===== src/urldec_pkg.sv =====
`timescale 1ns / 1ps
// ----------------------------------------------------------------------------
// urldec_pkg
// Shared types, constants and helpers of the url percent decoder.
// ----------------------------------------------------------------------------
package urldec_pkg;

   localparam logic [7:0] PctChar = 8'h25;
   localparam int QueueDepth = 4;
   localparam int MaxBytes = 3;

   typedef enum logic [1:0] {
      PhaseIdle  = 2'd0,
      PhasePct   = 2'd1,
      PhaseDigit = 2'd2
   } phase_type;

   // decoded bytes that one input item produces
   typedef struct packed {
      logic [MaxBytes-1:0][7:0] bytes;
      logic [1:0]               cnt;
      logic                     last;
   } entry_type;

   typedef struct packed {
      logic full;
      logic empty;
   } queue_stat_type;

   typedef struct packed {
      logic       valid;
      logic [3:0] nibble;
   } hex_type;

   function automatic hex_type hex_value(input logic [7:0] c);
      hex_type h;
      h.valid  = 1'b1;
      h.nibble = 4'd0;
      if (c >= 8'h30 && c <= 8'h39) begin
         h.nibble = c[3:0];
      end else if ((c >= 8'h41 && c <= 8'h46) || (c >= 8'h61 && c <= 8'h66)) begin
         h.nibble = c[3:0] + 4'd9;
      end else begin
         h.valid = 1'b0;
      end
      return h;
   endfunction

endpackage


===== src/urldec_req_if.sv =====
`timescale 1ns / 1ps
// ----------------------------------------------------------------------------
// urldec_req_if
// Raw encoded byte channel with valid/ready handshake.
// ----------------------------------------------------------------------------
interface urldec_req_if;
   logic       valid;
   logic       ready;
   logic [7:0] in_byte;
   logic       in_last;

   modport source (output valid, output in_byte, output in_last, input ready);
   modport sink   (input valid, input in_byte, input in_last, output ready);
endinterface


===== src/urldec_rsp_if.sv =====
`timescale 1ns / 1ps
// ----------------------------------------------------------------------------
// urldec_rsp_if
// Decoded byte channel with valid/ready handshake.
// ----------------------------------------------------------------------------
interface urldec_rsp_if;
   logic       valid;
   logic       ready;
   logic [7:0] out_byte;
   logic       out_last;

   modport source (output valid, output out_byte, output out_last, input ready);
   modport sink   (input valid, input out_byte, input out_last, output ready);
endinterface


===== src/urldec_front.sv =====
`timescale 1ns / 1ps
// ----------------------------------------------------------------------------
// urldec_front
// Accepts raw bytes, tracks the escape phase and produces up to three
// decoded bytes per item for the queue.
// ----------------------------------------------------------------------------
module urldec_front (
   input  logic                     clock,
   input  logic                     reset,
   urldec_req_if.sink               req_if,
   input  urldec_pkg::queue_stat_type q_stat,
   output logic                     push,
   output urldec_pkg::entry_type    push_entry
);

   urldec_pkg::phase_type phase_ff, phase_in;
   logic [7:0]            held_ff, held_in;
   logic                  accept;
   urldec_pkg::hex_type   hb, hh;
   urldec_pkg::entry_type ent;

   assign req_if.ready = !q_stat.full;
   assign accept       = req_if.valid && req_if.ready;

   always_ff @(posedge clock) begin
      if (reset) begin
         phase_ff <= urldec_pkg::PhaseIdle;
         held_ff  <= 8'd0;
      end else if (accept) begin
         phase_ff <= phase_in;
         held_ff  <= held_in;
      end
   end

   always_comb begin
      hb       = urldec_pkg::hex_value(req_if.in_byte);
      hh       = urldec_pkg::hex_value(held_ff);
      ent      = '0;
      phase_in = urldec_pkg::PhaseIdle;
      held_in  = held_ff;
      case (phase_ff)
         urldec_pkg::PhasePct: begin
            if (hb.valid) begin
               held_in  = req_if.in_byte;
               phase_in = urldec_pkg::PhaseDigit;
            end else if (req_if.in_byte == urldec_pkg::PctChar) begin
               ent.bytes[0] = urldec_pkg::PctChar;
               ent.cnt      = 2'd1;
               phase_in     = urldec_pkg::PhasePct;
            end else begin
               ent.bytes[0] = urldec_pkg::PctChar;
               ent.bytes[1] = req_if.in_byte;
               ent.cnt      = 2'd2;
            end
         end
         urldec_pkg::PhaseDigit: begin
            if (hb.valid) begin
               ent.bytes[0] = {hh.nibble, hb.nibble};
               ent.cnt      = 2'd1;
            end else if (req_if.in_byte == urldec_pkg::PctChar) begin
               ent.bytes[0] = urldec_pkg::PctChar;
               ent.bytes[1] = held_ff;
               ent.cnt      = 2'd2;
               phase_in     = urldec_pkg::PhasePct;
            end else begin
               ent.bytes[0] = urldec_pkg::PctChar;
               ent.bytes[1] = held_ff;
               ent.bytes[2] = req_if.in_byte;
               ent.cnt      = 2'd3;
            end
         end
         default: begin
            if (req_if.in_byte == urldec_pkg::PctChar) begin
               phase_in = urldec_pkg::PhasePct;
            end else begin
               ent.bytes[0] = req_if.in_byte;
               ent.cnt      = 2'd1;
            end
         end
      endcase
      // end of text: flush whatever escape is still open
      if (req_if.in_last) begin
         ent.last = 1'b1;
         if (phase_in == urldec_pkg::PhasePct) begin
            // count here is 0, 1 or 2
            ent.bytes[ent.cnt] = urldec_pkg::PctChar;
            ent.cnt            = ent.cnt + 2'd1;
         end else if (phase_in == urldec_pkg::PhaseDigit) begin
            // only reached from a '%' then a digit, nothing emitted yet
            ent.bytes[0] = urldec_pkg::PctChar;
            ent.bytes[1] = held_in;
            ent.cnt      = 2'd2;
         end
         phase_in = urldec_pkg::PhaseIdle;
      end
   end

   assign push       = accept && (ent.cnt != 2'd0);
   assign push_entry = ent;

endmodule


===== src/urldec_queue.sv =====
`timescale 1ns / 1ps
// ----------------------------------------------------------------------------
// urldec_queue
// Small register queue of decoded entries between front and back.
// ----------------------------------------------------------------------------
module urldec_queue #(
   parameter int Depth = urldec_pkg::QueueDepth
) (
   input  logic                       clock,
   input  logic                       reset,
   input  logic                       push,
   input  urldec_pkg::entry_type      push_entry,
   input  logic                       pop,
   output urldec_pkg::entry_type      head,
   output urldec_pkg::queue_stat_type q_stat
);

   localparam int PtrW = (Depth > 1) ? $clog2(Depth) : 1;
   localparam int CntW = $clog2(Depth + 1);

   urldec_pkg::entry_type entries_ff [Depth];
   logic [PtrW-1:0]       wr_ptr_ff, rd_ptr_ff;
   logic [CntW-1:0]       count_ff;
   logic                  do_push, do_pop;

   assign q_stat.full  = (count_ff == CntW'(Depth));
   assign q_stat.empty = (count_ff == '0);
   assign do_push      = push && !q_stat.full;
   assign do_pop       = pop && !q_stat.empty;
   assign head         = entries_ff[rd_ptr_ff];

   always_ff @(posedge clock) begin
      if (do_push) begin
         entries_ff[wr_ptr_ff] <= push_entry;
      end
   end

   always_ff @(posedge clock) begin
      if (reset) begin
         wr_ptr_ff <= '0;
         rd_ptr_ff <= '0;
         count_ff  <= '0;
      end else begin
         if (do_push) begin
            wr_ptr_ff <= (wr_ptr_ff == PtrW'(Depth - 1)) ? '0 : wr_ptr_ff + 1'b1;
         end
         if (do_pop) begin
            rd_ptr_ff <= (rd_ptr_ff == PtrW'(Depth - 1)) ? '0 : rd_ptr_ff + 1'b1;
         end
         if (do_push && !do_pop) begin
            count_ff <= count_ff + 1'b1;
         end else if (do_pop && !do_push) begin
            count_ff <= count_ff - 1'b1;
         end
      end
   end

endmodule


===== src/urldec_back.sv =====
`timescale 1ns / 1ps
// ----------------------------------------------------------------------------
// urldec_back
// Walks the bytes of the head entry one per cycle, while rsp_if is not stalled, into the output register.
// ----------------------------------------------------------------------------
module urldec_back (
   input  logic                       clock,
   input  logic                       reset,
   input  urldec_pkg::entry_type      head,
   input  urldec_pkg::queue_stat_type q_stat,
   output logic                       pop,
   urldec_rsp_if.source               rsp_if
);

   logic       valid_ff;
   logic [7:0] byte_ff, byte_in;
   logic       last_ff, last_in;
   logic [1:0] idx_ff, idx_in;
   logic       load, take, final_byte;

   assign load       = !valid_ff || rsp_if.ready;
   assign take       = load && !q_stat.empty;
   assign final_byte = (idx_ff == head.cnt - 2'd1);
   assign pop        = take && final_byte;

   always_comb begin
      byte_in = head.bytes[idx_ff];
      last_in = head.last && final_byte;
      idx_in  = final_byte ? 2'd0 : idx_ff + 2'd1;
   end

   always_ff @(posedge clock) begin
      if (reset) begin
         valid_ff <= 1'b0;
         idx_ff   <= 2'd0;
      end else if (load) begin
         valid_ff <= !q_stat.empty;
         if (take) begin
            idx_ff <= idx_in;
         end
      end
   end

   always_ff @(posedge clock) begin
      if (take) begin
         byte_ff <= byte_in;
         last_ff <= last_in;
      end
   end

   assign rsp_if.valid    = valid_ff;
   assign rsp_if.out_byte = byte_ff;
   assign rsp_if.out_last = last_ff;

endmodule


===== src/url_percent_decoder.sv =====
`timescale 1ns / 1ps
// ----------------------------------------------------------------------------
// url_percent_decoder
// Streaming url percent decoder, one raw byte per item in, decoded bytes out.
// ----------------------------------------------------------------------------
// req_if carries the encoded text, one byte per item, in_last on the final
// byte. rsp_if gives the decoded bytes; out_last marks the final decoded byte
// of the text. a '%' and two hex digits become one byte, a broken escape is
// passed through literally and an escape still open at in_last is flushed.
// a decoded byte passes through a queue entry, then the output register,
// before it is valid on rsp_if. throughput: one item per cycle while the
// queue is not full. an item yields zero to three bytes; the output side
// drains one byte per cycle while rsp_if.ready is high. the queue of
// QueueDepth entries between the decode front and the output back absorbs
// bursts of two or three bytes, and req_if.ready drops only when it is full.
// reset: synchronous, clears the escape phase, empties the queue and drops
// rsp_if.valid. when the receiver stalls, the output register holds its
// byte, the queue fills, and then req_if stalls.
// ----------------------------------------------------------------------------
module url_percent_decoder #(
   parameter int QueueDepth = urldec_pkg::QueueDepth
) (
   input logic          clock,
   input logic          reset,
   urldec_req_if.sink   req_if,
   urldec_rsp_if.source rsp_if
);

   urldec_pkg::queue_stat_type q_stat;
   urldec_pkg::entry_type      push_entry, head;
   logic                       push, pop;

   urldec_front u_front (
      .clock      (clock),
      .reset      (reset),
      .req_if     (req_if),
      .q_stat     (q_stat),
      .push       (push),
      .push_entry (push_entry)
   );

   urldec_queue #(
      .Depth (QueueDepth)
   ) u_queue (
      .clock      (clock),
      .reset      (reset),
      .push       (push),
      .push_entry (push_entry),
      .pop        (pop),
      .head       (head),
      .q_stat     (q_stat)
   );

   urldec_back u_back (
      .clock  (clock),
      .reset  (reset),
      .head   (head),
      .q_stat (q_stat),
      .pop    (pop),
      .rsp_if (rsp_if)
   );

endmodule


===== src/flat_wrapper.sv =====
// flat-port wrapper written by rule: the top's interface ports become plain ports
module url_percent_decoder_flat 
#(
   parameter int QueueDepth = urldec_pkg::QueueDepth
)
  (clock, reset, req_if_valid, req_if_in_byte, req_if_in_last, req_if_ready, rsp_if_valid, rsp_if_out_byte, rsp_if_out_last, rsp_if_ready);
  urldec_req_if req_if_i ();
  urldec_rsp_if rsp_if_i ();
  input logic clock;
  input logic reset;
  input wire logic [$bits(req_if_i.valid)-1:0] req_if_valid;
  input wire logic [$bits(req_if_i.in_byte)-1:0] req_if_in_byte;
  input wire logic [$bits(req_if_i.in_last)-1:0] req_if_in_last;
  output wire logic [$bits(req_if_i.ready)-1:0] req_if_ready;
  output wire logic [$bits(rsp_if_i.valid)-1:0] rsp_if_valid;
  output wire logic [$bits(rsp_if_i.out_byte)-1:0] rsp_if_out_byte;
  output wire logic [$bits(rsp_if_i.out_last)-1:0] rsp_if_out_last;
  input wire logic [$bits(rsp_if_i.ready)-1:0] rsp_if_ready;
  assign req_if_i.valid = req_if_valid;
  assign req_if_i.in_byte = req_if_in_byte;
  assign req_if_i.in_last = req_if_in_last;
  assign req_if_ready = req_if_i.ready;
  assign rsp_if_valid = rsp_if_i.valid;
  assign rsp_if_out_byte = rsp_if_i.out_byte;
  assign rsp_if_out_last = rsp_if_i.out_last;
  assign rsp_if_i.ready = rsp_if_ready;
  url_percent_decoder #(.QueueDepth(QueueDepth)) u_core (.clock(clock), .reset(reset), .req_if(req_if_i), .rsp_if(rsp_if_i));
endmodule

===== config.mk =====
export PLATFORM = sky130hd
export DESIGN_NAME = url_percent_decoder_flat
export DESIGN_NICKNAME = d
export VERILOG_FILES = /design/src/urldec_pkg.sv /design/src/urldec_req_if.sv /design/src/urldec_rsp_if.sv /design/src/urldec_front.sv /design/src/urldec_queue.sv /design/src/urldec_back.sv /design/src/url_percent_decoder.sv /design/src/flat_wrapper.sv
export SDC_FILE = /design/constraint.sdc
export NUM_CORES = 1
export LEC_CHECK = 0
export ABC_AREA = 1
export BUFFER_PORTS_ARGS = -buffer_cell sky130_fd_sc_hd__buf_2
export CAP_MARGIN = 20
export CORE_MARGIN = 3
export CORE_UTILIZATION = 60
export CTS_CLUSTER_SIZE = 10
export DETAILED_ROUTE_END_ITERATION = 7
export GPL_TIMING_DRIVEN = 0
export PLACE_DENSITY = 0.78
export SYNTH_ARGS = -nofsm -noshare
export SYNTH_HDL_FRONTEND = slang
export SYNTH_SLANG_ARGS = --single-unit

===== constraint.sdc =====
create_clock -name clock -period 4.8 [get_ports clock]
set_input_delay 0.72 -clock clock [delete_from_list [all_inputs] [get_ports clock]]
set_output_delay 0.72 -clock clock [all_outputs]
set_load 0.05 [all_outputs]

### Yosys cells after proc, flatten, opt, wreduce, memory -nomap -nowiden

Memories as Yosys holds them, arrays and structs flattened. A register that Yosys moved wholly into a read port is not among the register bits.
Cells that the tools add are included.

* add/subtract/negate cells: 9
* reduce and logical (&&, ||, !) cells: 28
* multiplexer cells: 40
* $lt $le $gt $ge: 15
* bitwise operators: 3
* eq/ne operators: 9

Operators by type and width (number)
* 2-to-1 mux 8 bit: 7
* 2-to-1 mux 18 bit: 3
* greater-or-equal comparator 8 x 7 -> 1 bit, second input constant: 4
* <= comparator 8 x 7 -> 1 bit, second input constant: 4
* 2-to-1 mux 27 bit: 1
* 2-to-1 mux 10 bit: 2
* case mux 10 bit (2 select lines): 1
* binary-select mux 8 bit (select 2 bit): 1
* demux 8 bit (select 2 bit): 1
* greater-or-equal comparator 8 x 6 -> 1 bit, second input constant: 2
* <= comparator 8 x 6 -> 1 bit, second input constant: 2
* logical AND 1 bit: 16
* 2-to-1 mux 16 bit: 1
* 2-to-1 mux 2 bit: 8
* 2-to-1 mux 4 bit: 4
* case mux 8 bit (2 select lines): 1
* bitwise AND 15 bit: 1
* inverter 15 bit: 1
* bitwise OR 9 bit: 1
* adder 2 x 1 -> 2 bit, second input constant: 4
* adder 4 bit, second input constant: 2
* equality test 2 bit, second input constant: 4
* equality test 8 x 6 -> 1 bit, second input constant: 1
* 2-to-1 mux 1 bit: 7
* 15 further kinds: 25

* output and inout bits: 11
* bits in registers: 29
* bits of input ports: 13
* bits in writable memories: 108
* word-level logic and storage cells: 114
* memories: 1

Memories
* u_core.u_queue.entries_ff: words 4, bits a word 27, rd ports 1, clocked after memory_dff 1, wr ports 1, line urldec_queue.sv:21 `urldec_pkg::entry_type entries_ff [Depth];`

### Depth between registers and ports, before layout

* depth after elaboration: 22
* mapped depth: 21
* mapped depth without buffers: 21

### Cells and area by module

A second synthesis with hierarchy kept.

* cell total of the unflattened synthesis: 655
* area total of the unflattened synthesis: 6706.4 sq um

By module, submodules not included
* urldec_queue: instances 1, sequential area each 3423.3 sq um, area each 4556.9 sq um, cells each 332
* urldec_front: instances 1, sequential area each 200.2 sq um, area each 1458.9 sq um, cells each 245
* urldec_back: instances 1, sequential area each 330.3 sq um, area each 690.7 sq um, cells each 78

### Least setup slack after synthesis

Ideal clock, no wire load.

* kind: input -> register
* from: input port req_if_in_byte[1]
* to: memory u_core.u_queue.entries_ff[0][0] (netlist name), enable pin
* required time: 4389 ps
* cell stages on the path: 13
* library setup time: 411 ps
* setup slack: 1044 ps
* path buffers: 0
* data arrival time: 3345 ps
* cell sequence: inv_1 ha_1 nand3b_1 nand3_2 nand2_4 inv_4 nand3_2 ha_1 or2_0 nand2_1 nand2_2 nand2_2 nor2_1

* word-level cells in the longest chain between the ends: 16
* elaborated cells on any way between the ends: 34
* classes of those cells: add/sub (1); order compare (6); eq/ne (3); mux (17); reduce/logical (7)

Ends and longest elaborated chain
* start, declared: line flat_wrapper.sv:12 `input wire logic [$bits(req_if_i.in_byte)-1:0] req_if_in_byte;`
* greater-or-equal comparator 8 x 7 -> 1 bit or <= comparator 8 x 7 -> 1 bit (tied branches): line urldec_pkg.sv:41 `end else if ((c >= 8'h41 && c <= 8'h46) || (c >= 8'h61 && c <= 8'h66)) begin`
* logical AND 1 bit: line urldec_pkg.sv:41
* logical OR 1 bit: line urldec_pkg.sv:41
* 2-to-1 mux 1 bit: line urldec_pkg.sv:41
* 2-to-1 mux 1 bit: line urldec_pkg.sv:39 `if (c >= 8'h30 && c <= 8'h39) begin`
* 2-to-1 mux 1 bit or 2-to-1 mux 2 bit (tied branches): line urldec_front.sv:57, urldec_front.sv:43
* case mux 2 bit (2 select lines): line urldec_front.sv:41 `case (phase_ff)`
* equality test 2 bit: line urldec_front.sv:88 `end else if (phase_in == urldec_pkg::PhaseDigit) begin`
* 2-to-1 mux 18 bit: line urldec_front.sv:88
* 2-to-1 mux 18 bit: line urldec_front.sv:84 `if (phase_in == urldec_pkg::PhasePct) begin`
* 2-to-1 mux 27 bit (*): line urldec_front.sv:82 `if (req_if.in_last) begin`
* nonzero test 2 bit (*): line urldec_front.sv:98 `assign push = accept && (ent.cnt != 2'd0);`
* logical AND 1 bit (*): line urldec_front.sv:98
* logical AND 1 bit (*): line urldec_queue.sv:28 `assign do_push = push && !q_stat.full;`
* 2-to-1 mux 1 bit (*): line urldec_queue.sv:33 `if (do_push) begin`
* 2-to-1 mux 1 bit (implied by the code) (*): line urldec_queue.sv:34 `entries_ff[wr_ptr_ff] <= push_entry;`
* end, declared: line urldec_queue.sv:21

Mark *: on every way between the ends. The rest lies on a longest branch, timed or not.

### Final worst setup path

* from: register u_core.u_front.phase_ff[0]
* to: register u_core.u_queue.count_ff[2]

* word-level cells in the longest chain between the ends: 12
* elaborated cells on any way between the ends: 18
* classes of those cells: add/sub (1); eq/ne (4); mux (6); reduce/logical (7)

Ends and longest elaborated chain
* start, declared: line urldec_front.sv:16 `urldec_pkg::phase_type phase_ff, phase_in;`
* start signal, assigned: line urldec_front.sv:27 `phase_ff <= urldec_pkg::PhaseIdle;`
* start signal, assigned: line urldec_front.sv:30 `phase_ff <= phase_in;`
* equality test 2 bit or equality test 2 x 1 -> 1 bit (tied branches): line urldec_front.sv:41
* case mux 2 bit (2 select lines): line urldec_front.sv:41
* equality test 2 bit: line urldec_front.sv:88
* 2-to-1 mux 18 bit: line urldec_front.sv:88
* 2-to-1 mux 18 bit: line urldec_front.sv:84
* 2-to-1 mux 27 bit (*): line urldec_front.sv:82
* nonzero test 2 bit (*): line urldec_front.sv:98
* logical AND 1 bit (*): line urldec_front.sv:98
* logical AND 1 bit (*): line urldec_queue.sv:28
* net u_core.u_queue.do_push: line urldec_queue.sv:24 `logic do_push, do_pop;`
* logical NOT 1 bit: line urldec_queue.sv:52 `end else if (do_pop && !do_push) begin`
* logical AND 1 bit: line urldec_queue.sv:52
* nonzero test 2 bit (no source line)
* end signal, assigned: line urldec_queue.sv:51 `count_ff <= count_ff + 1'b1;`
* end signal, assigned: line urldec_queue.sv:53 `count_ff <= count_ff - 1'b1;`
* end, declared: line urldec_queue.sv:23 `logic [CntW-1:0] count_ff;`

The timed path passes the listed nets; every way through them passes the cells marked *.
A chain may end at the register's enable or synchronous reset.

==> reports/qor.txt <==
Outcome = complete, no violations
Layout fillers = 723
CP max FO = 9
TritonCTS clock tree = done
Detail Route met3 WL = 1276 um
Setup Viol. Count Final = 0
Minimum clock period = 3491 ps
Reg-to-reg startpoint = u_core.u_front.phase_ff[0]
Share of cells above drive strength 1 = 11.97%
Worst vdd ir = 0.0002912 V
Total power = 4.223 mW
Clock transition at path regs = 60 ps
Die Ht = 110.0 um
Initial core utilization = 62.28%
Vias = 4918
Dpl cells = 790
Layout area overhead = 14.66%
Ys async rst share = 0%
Slew at the pin with the worst max-slew slack = 940.0 ps
Site row count = 37
Mapped Nets = 662
Leading area contributor after synthesis = edfxtp_1
HP Class = reg2reg
Pre-Repair DR Iteration Count = 5
Max transition margin = 37.18%
Crit path capture type = flop
CP max stage delay = 420 ps
Uppermost layer routed = met4
PostCTS Resize Cnt = 0
Pwr dens = 567.7 nW/um^2
Worst EP required = 5220 ps
Initial DRC count = 448
HPWL Detailed = 10740 um
Cts bufs inserted = 17
Register area = 3954 um^2
P_leak = 2.920 nW
Distinct cell type count after synthesis = 42
Share of the yosys chip area belonging to registers = 60.95%
Final period util = 72.72%
Avg WL per Cell = 19.81 um
Top Ports = 24
Worst reg-to-reg setup slack = 1310 ps
Antenna Cells = 0
Drt total wl = 16270 um
Slowest CP cell = clkbuf_1
Maximum clock path buffer count = 2
Largest net degree at the start of global routing = 28
WHS Path Cells = 2
CP startpoint kind = flop
Most common cell after layout, fill and taps aside = edfxtp_1
Max_cap viols = 0
Setup TNS = 0 ps
RSZ-0062 raised after global routing = false
Gp weighted congestion = 0.9608
Most common flop cell mapped by yosys = edfxtp_1
Multi-input gate area = 2188 um^2
Core Region = 10420 um^2
Fin. max-slew vios = 0
DR WL met2 = 8118 um
Syn Area/Cell = 10.30 um^2
Mapped Cells = 630
Vias in the first global route = 4802
Worst skew pair latency = 530 ps
Top post-synthesis cells by area = edfxtp_1 (54%), dfxtp_1 (6.8%), nor2_1 (5.1%)
Most frequent cells in the layout = edfxtp_1 (117), nor2_1 (84), nand2_1 (82), inv_1 (66), o21ai_0 (61)
Reg2reg path depth = 19
# hold bufs at CTS = 0
Reg-to-reg endpoint = u_core.u_queue.count_ff[2]
GRT Residual Overflow = 0
Clock skew = 12.58 ps
NumNets Final = 705
First-pass GRT wire length = 25670 um
DRC violations left = 0
Non-Filler Instances = 821
Initial antenna violation count = 0
Die area = 12100 um^2
Yosys warning count = 0
Port Buffers = 23
Sinks on Clock Net = 139
Clock Tree Root = clkbuf_8
Critical Setup Path Class = reg2reg
Via-to-Cell Ratio = 5.990
Final core occ = 71.41%
Crit path DAT = 3910 ps
CP cell instances = inv_1, ha_1, clkbuf_1, inv_1, nand2_1, nand3_2, ha_1, or2_0, nand2_1, nand2_2, nand2_2, inv_2, ha_1, inv_1, fa_1, a21oi_1, o21ai_0, o21ai_0, a21oi_1
Antenna-violating nets left = 0
EDFF count, synth = 117
Setup Fix Bufs, Post-CTS = 0
Width of the die = 110.0 um
GRT Total Usage = 28.86%
Final hold vios = 0
Area share of the largest cell type after synthesis = 54.16%
Fmax = 0.2865 GHz
Worst min-delay path startpoint = u_core.u_queue.rd_ptr_ff[1]
Synth Register Bits = 139
Mapped Area = 6487 um^2
Met1 wire length = 6555 um
H-Tree Depth = 4
==> logic make-up after synthesis <==
group	synth area share (%)
simple gates	14.58
xor+xnor	0.4051
buf+inv	5.882
fa+ha+maj	3.780
flops	60.95
compound gates	14.41
==> critical path, delay by kind of cell (launching register included) <==
family	cells	cell delay (ps)
DFF	1	340
AOI/OAI and AO/OA	4	470
adders and majority gates	4	950
buffers and inverters	5	890
and+or+nand+nor	6	720
==> how the worst max path moves through the flow <==
stage                                from                              end  slack (ps)  depth (start not counted)
2_1_floorplan           req_if_in_byte[1]  u_core.u_queue.entries_ff[0][0]        1040                         13
3_3_place_gp            req_if_in_byte[1]  u_core.u_queue.entries_ff[3][4]        -240                         14
3_5_place_dp            req_if_in_byte[1]       u_core.u_queue.count_ff[1]         870                         19
4_1_cts        u_core.u_front.phase_ff[0]       u_core.u_queue.count_ff[2]        1360                         19
5_1_grt        u_core.u_front.phase_ff[0]       u_core.u_queue.count_ff[1]        1060                         17
6_report       u_core.u_front.phase_ff[0]       u_core.u_queue.count_ff[2]        1310                         19
==> layer usage <==
layer  vias up  global-route usage, %
met5         -                      0
met4         0                  10.33
met3        30                  5.999
met2       224                  48.48
met1      2360                  37.23
li1       2304                      -
==> Yosys cell counts (all sizes together), types with 2 or more instances <==
library cell	n
o221ai	13
o211ai	5
dfxtp	22
nor2	90
a21oi	21
o22ai	18
a22oi	4
edfxtp	117
o21a	2
buf	4
o21ai	75
inv	72
xor2	3
a31oi	4
nand3	31
nor3	6
ha	18
clkbuf	21
nand2	87
a32o	5
o2111ai	2
==> report_power, final <==
group	leakage [nW]	switching [mW]	total [mW]	internal, mW
Clock	0.297	0.488	1.38	0.889
Combinational	1.35	0.934	1.29	0.356
Sequential	1.28	0.0542	1.56	1.50
Total	2.92	1.48	4.22	2.75
==> sequential cells by signal (all words and copies together) (netlist names), named ones only <==
signal                         flops
u_core.u_queue.count_ff            3
u_core.u_back.rsp_if.valid         1
u_core.u_queue.entries_ff        108
u_core.u_back.rsp_if.out_byte      8
u_core.u_queue.rd_ptr_ff           2
u_core.u_front.held_ff             8
u_core.u_back.idx_ff               2
u_core.u_back.rsp_if.out_last      1
u_core.u_front.phase_ff            2
u_core.u_queue.wr_ptr_ff           2
==> through the flow <==
step / cell area [um^2] / hold slack, ps / setup WS [ps]
after floorplan: 6487 / 438.7 / 1044
after global placement: 6773 / 450.3 / -238.4
after detailed placement: 6820 / 474.3 / 869.5
after CTS: 7438 / 483.6 / 1360
after global routing: 7438 / 517.9 / 1056
final: 7438 / 483.7 / 1309
==> cell type report <==
cell class,count,area share (%)
flip-flops and latches,139,53.15
clock inverters,13,2.691
repair buffers,24,1.699
inverters,73,3.717
multi-input cells,393,29.42
well taps,136,2.288
plain buffers,25,1.413
clock buffers,18,5.618
Power figures use the tool's default switching activity.
